[config.mk]
export PLATFORM = sky130hd
export DESIGN_NAME = gcic_div
export DESIGN_NICKNAME = d
export VERILOG_FILES = /design/src/design/gcic_pkg.sv /design/src/design/gcic_div.sv
export SDC_FILE = /design/constraint.sdc
export NUM_CORES = 2
export LEC_CHECK = 0
export BUFFER_PORTS_ARGS = -buffer_cell sky130_fd_sc_hd__buf_4
export CAP_MARGIN = 20
export CORE_AREA = 2 2 333 335
export CTS_CLUSTER_DIAMETER = 30
export DETAILED_ROUTE_END_ITERATION = 7
export DIE_AREA = 0 0 335 337
export PLACE_DENSITY = 0.74
export SETUP_SLACK_MARGIN = 0.1
export SYNTH_ARGS = -nofsm -noshare
export SYNTH_HDL_FRONTEND = slang
export SYNTH_SLANG_ARGS = --single-unit
[constraint.sdc]
create_clock -name clock -period 4.25 [get_ports clock]
set_clock_uncertainty 0.15 [all_clocks]
set_input_delay 0.85 -clock clock [delete_from_list [all_inputs] [get_ports clock]]
set_output_delay 0.85 -clock clock [all_outputs]
set_load 0.02 [all_outputs]
[src/design/gcic_pkg.sv]
`default_nettype none
package gcic_pkg;

   localparam int COORD_W   = 15;
   localparam int ID_W      = 31;
   localparam int OUT_ID_W  = 32;
   localparam int NDIMS_W   = 3;
   localparam int NFIELD    = 4;
   localparam int MAX_DIMS_DEFAULT = 4;
   localparam int ADDR_W    = 5;
   localparam int DATA_W    = 32;
   localparam int FRONT_STAGES = 5;

   localparam logic [1:0] ACT_TO_ID   = 2'd0;
   localparam logic [1:0] ACT_TO_COORD = 2'd1;
   localparam logic [1:0] ACT_NEXT    = 2'd2;

   localparam logic [1:0] ST_OK    = 2'd0;
   localparam logic [1:0] ST_RANGE = 2'd1;
   localparam logic [1:0] ST_WRAP  = 2'd2;

   localparam logic [2:0] REG_NUM_DIMS   = 3'd0;
   localparam logic [2:0] REG_SIZE0      = 3'd1;
   localparam logic [2:0] REG_SIZE1      = 3'd2;
   localparam logic [2:0] REG_SIZE2      = 3'd3;
   localparam logic [2:0] REG_SIZE3      = 3'd4;
   localparam logic [2:0] REG_FIRST_CELL = 3'd5;

   typedef logic [NFIELD-1:0][COORD_W-1:0] coord_vec_type;

   // Result fields as they travel down the divider chain.
   typedef struct packed {
      logic [1:0]          act;
      logic [1:0]          status;
      logic [OUT_ID_W-1:0] cell_id;
      coord_vec_type       coord;
   } res_type;

   // Front-end stage contents.
   typedef struct packed {
      logic [1:0]          act;
      logic [ID_W-1:0]     id;
      logic                oor;
      coord_vec_type       coord;
      logic [OUT_ID_W-1:0] acc;
      coord_vec_type       nxt;
      logic                wrap;
   } front_type;

endpackage
`default_nettype wire

[src/design/gcic_div.sv]
`default_nettype none
module gcic_div
   import gcic_pkg::*;
#(
   parameter int PAY_W = 8
) (
   input  wire logic               clock,
   input  wire logic               reset,
   input  wire logic               in_valid,
   input  wire logic [ID_W-1:0]    in_dividend,
   input  wire logic [COORD_W-1:0] divisor,
   input  wire logic [PAY_W-1:0]   in_payload,
   output logic                    out_valid,
   output logic [ID_W-1:0]         out_quotient,
   output logic [COORD_W-1:0]      out_remainder,
   output logic [PAY_W-1:0]        out_payload
);

   // One quotient bit per stage, most significant first. The dividend bits are
   // replaced by quotient bits as they are produced.
   logic [ID_W-1:0]    vld_ff;
   logic [ID_W-1:0]    word_ff [ID_W];
   logic [COORD_W-1:0] rem_ff  [ID_W];
   logic [PAY_W-1:0]   pay_ff  [ID_W];

   for (genvar i = 0; i < ID_W; i++) begin : g_stage
      logic               vld_prev;
      logic [ID_W-1:0]    word_prev;
      logic [COORD_W-1:0] rem_prev;
      logic [PAY_W-1:0]   pay_prev;
      logic [COORD_W:0]   trial;
      logic               ge;
      logic [ID_W-1:0]    word_in;
      logic [COORD_W-1:0] rem_in;

      if (i == 0) begin : g_first
         assign vld_prev  = in_valid;
         assign word_prev = in_dividend;
         assign rem_prev  = '0;
         assign pay_prev  = in_payload;
      end else begin : g_rest
         assign vld_prev  = vld_ff[i-1];
         assign word_prev = word_ff[i-1];
         assign rem_prev  = rem_ff[i-1];
         assign pay_prev  = pay_ff[i-1];
      end

      always_comb begin
         trial   = {rem_prev, word_prev[ID_W-1-i]};
         ge      = trial >= {1'b0, divisor};
         rem_in  = ge ? COORD_W'(trial - {1'b0, divisor}) : COORD_W'(trial);
         word_in = word_prev;
         word_in[ID_W-1-i] = ge;
      end

      always_ff @(posedge clock) begin
         if (reset) begin
            vld_ff[i] <= 1'b0;
         end else begin
            vld_ff[i] <= vld_prev;
         end
         word_ff[i] <= word_in;
         rem_ff[i]  <= rem_in;
         pay_ff[i]  <= pay_prev;
      end
   end

   assign out_valid     = vld_ff[ID_W-1];
   assign out_quotient  = word_ff[ID_W-1];
   assign out_remainder = rem_ff[ID_W-1];
   assign out_payload   = pay_ff[ID_W-1];

endmodule
`default_nettype wire

==> results_dict.tcl <==
set metrics [dict create \
    ys_seq_elements 1705 \
    ys_types 89 \
    p_clk_share_pct 37.9 \
    grt_overflow 0 \
    critPathLaunchType "primary input" \
    cts_buffers 298 \
    drtIter0Drc 2502 \
    num_io_pins 112 \
    cts_tree "built" \
    first_global_vias 40400 \
    fillers 7824 \
    p_per_area_nw_per_um2 835 \
    ir_drop_uv 463 \
    intPower_mw 42.8 \
    synth_area_leaders "dfxtp_1 (57%), ha_1 (9.4%), mux2_2 (4.8%)" \
    dieArea_um2 113000 \
    via_per_inst 5.41 \
    clk_path_buf_depth 4 \
    p_switching_mw 18.8 \
    finalHoldViolations 0 \
    grt.met2_usage_pct 40.7 \
    setup_slack_ns 0.846 \
    p_leak_nw 32.1 \
    setup_viol 0 \
    arrival_ns 4.02 \
    first_pass_iters 6 \
    gp_congestion 0.921 \
    worst-path-max-fanout 22 \
    pwr-share-comb_pct 28.3 \
    grt_pass1_wl_um 210000 \
    syn_nets 5758 \
    synth-seq-area-share_pct 57.0 \
    tns_ns 0 \
    drt_wl_total_um 132000 \
    die_h_um 337 \
    rows 122 \
    num_antenna_cells 0 \
    pre_cts_ws_ns 0.203 \
    ys.flop_type "dfxtp_1" \
    ys_warn_count 0 \
    syn_area_per_cell_um2 11.5 \
    dp_hpwl_um 84000 \
    root_buffer "clkbuf_16" \
    synth_top_cell_area_share_pct 57.0 \
    insertion_delay_ns 0.89 \
    synthCells 5219 \
    cp_data_required_time_ns 4.86 \
    async_reset_ff_share_pct 0 \
    cts_num_sinks 1705 \
    worst-setup-path-type "in -> reg" \
    final_nets 6265 \
    cts_setup_buffers 0 \
    maxCapViolations 0 \
    synth-edff-count 0 \
    globalRouteMet1Util_pct 27.8 \
    path_delay_family "compound AO/OA/AOI/OAI gates" \
    grt_max_degree 32 \
    fmax_mhz 294 \
    hold_class "reg -> reg" \
    drive_above_1_share_pct 17.3 \
    worstPathCellList "buf_4 -> inv_1 -> buf_12 -> buf_4 -> ha_1 -> and3_1 -> a221oi_1 -> inv_1 -> a31oi_1 -> o31ai_1 -> a21boi_0 -> xnor2_1 -> mux2_2" \
    fin_crit_sh_pct 80.1 \
    final_area_um2 73800 \
    swShare_pct 30.6 \
    fin_total_pwr_mw 61.6 \
    grt_use_total_pct 23.3 \
    syn_area_um2 59900 \
    htreeDepth 5 \
    path_buf_inv 5 \
    syn2layout_area_growth_pct 23.2 \
    grt.busiest_layer "met2" \
    post-route-util_pct 67.3 \
    slew_headroom_pct 40.0 \
    seqPwrFrac_pct 33.8 \
    status "complete, no violations" \
    slew_viol_final 0 \
    yosysTopAreaCell "dfxtp_1" \
    core_area_um2 110000 \
    grt_setup_unrepaired "no" \
    antenna_found_initial 0 \
    crit_slowest_cell "a31oi_1" \
    ant_nets 0 \
    die_x_um 335 \
    start_util_pct 54.6 \
    crit_path_end_kind "flop" \
    critPathMaxStageDelay_ns 0.45 \
    place_area_um2 63400 \
    vias 39900 \
    post_drt_wl_per_cell_um 18.0 \
    tightest_slew_ns 0.900 \
    drc 0 \
    fin_crit_ns 3.40 \
    use_met3_pct 4.68 \
    clk_pin_slew_ns 0.07 \
    portBuffers 111 \
]
[power by group through the flow]
stage	combinational (mW)	sequential, mW	clock, mW
floorplan	13.3	20.4	0
global placement	16.6	21.0	0
detailed placement	16.9	21.0	0
CTS	17.3	20.8	23.8
global route	19.3	21.0	24.6
finish	17.4	20.8	23.4
[final cells by class]
type | count | area [um^2] | share of cell area, %
flip-flops and latches | 1705 | 34100 | 46.3
multi-input cells | 3279 | 24800 | 33.7
clock buffers | 349 | 7930 | 10.8
repair buffers | 268 | 2350 | 3.18
clock inverters | 175 | 2110 | 2.86
well taps | 1426 | 1780 | 2.42
inverters | 174 | 653 | 0.885
[through the flow]
step                      instances  hold WS (ns)
after floorplan                5219         0.160
after global placement         6813         0.159
after detailed placement       6813         0.162
after CTS                      7376        0.0727
after global routing           7376        0.0848
final                          7376         0.118
[per-layer routing]
layer  wire (um)  share of wire, %  vias to the layer above
li1            -                 -                    19600
met4        4740               3.6                        0
met2       65100                49                     1177
met3        7040               5.3                      350
met1       55500                42                    18700
met5           0                 0                        -
[cell usage in the layout (no fill, tap or decap), types with 36 or more instances in the layout]
cell              n
dlygate4sd3_1    39
a31oi_1          41
o21a_1           84
clkbuf_16       301
xnor2_1         222
nand2_1         255
a21oi_1         325
dfxtp_1        1705
nor2b_1         123
nand2b_1         61
ha_1            452
o21ai_0         301
nor3_1           76
buf_4           210
xor2_1          109
a21o_1          109
nand4_1          51
inv_1           173
nor2_1          262
mux2_2          254
inv_6            36
nand3_1          46
mux2i_1          39
[final timing paths]
check,depth (start not counted),to,from,slack [ns]
setup / recovery,13,rem_ff[0][134]$_DFF_P_,divisor[6],0.85
hold / removal,0,word_ff[4][3]$_DFF_P_,word_ff[3][96]$_DFF_P_,0.12
setup reg to reg,11,rem_ff[1][207]$_DFF_P_,word_ff[7][1]$_DFF_P_,1.01
hold reg to reg,0,word_ff[4][3]$_DFF_P_,word_ff[3][96]$_DFF_P_,0.12
[what timing repair did]
item                                   in CTS  in global routing
resized for setup                           0                  0
hold buffers                               39                  0
endpoints found under the hold margin      39                  0
[synth_stat cells (12+ instances only)]
master and instances:
a211o_1 13, a21o_1 109, nor2b_1 123, nor4_1 29, xor2_1 109, nand2_1 255
a21boi_0 20, a211oi_1 32, o21bai_1 22, dfxtp_1 1705, nor2_1 262, or3_1 24
or4_1 14, a21oi_1 325, and3_1 12, fa_1 30, a31oi_1 42, inv_1 173
a41oi_1 15, o31a_1 18, o211ai_1 29, buf_2 20, o31ai_1 28, mux2_2 254
nor3_1 76, mux2i_1 39, xnor2_1 222, clkbuf_1 38, and2_1 13, ha_1 452
nand4_1 51, o21a_1 84, a2111oi_0 12, nand3_1 46, nand2b_1 61, o21ai_0 301
[flip-flops by register name (all words and copies together), names as in the netlist]
name,count
rem_ff,465
g_stage.vld_prev,30
word_ff,961
out_valid,1
pay_ff,248
[cell families (layout without fill, tap and decap cells)]
family                   count (synthesis)  after routing  synth area share (%)
XOR/XNOR                               331            331                  4.84
AO/OA/AOI/OAI                         1154           1154                  12.2
flip-flops                            1705           1705                  57.0
buffers and inverters                  235            966                  1.55
multiplexers                           300            300                  5.60
adder cells (fa/ha/maj)                482            482                  10.4
AND/OR/NAND/NOR                       1012           1012                  8.35
(Power assumes the default switching activity.)
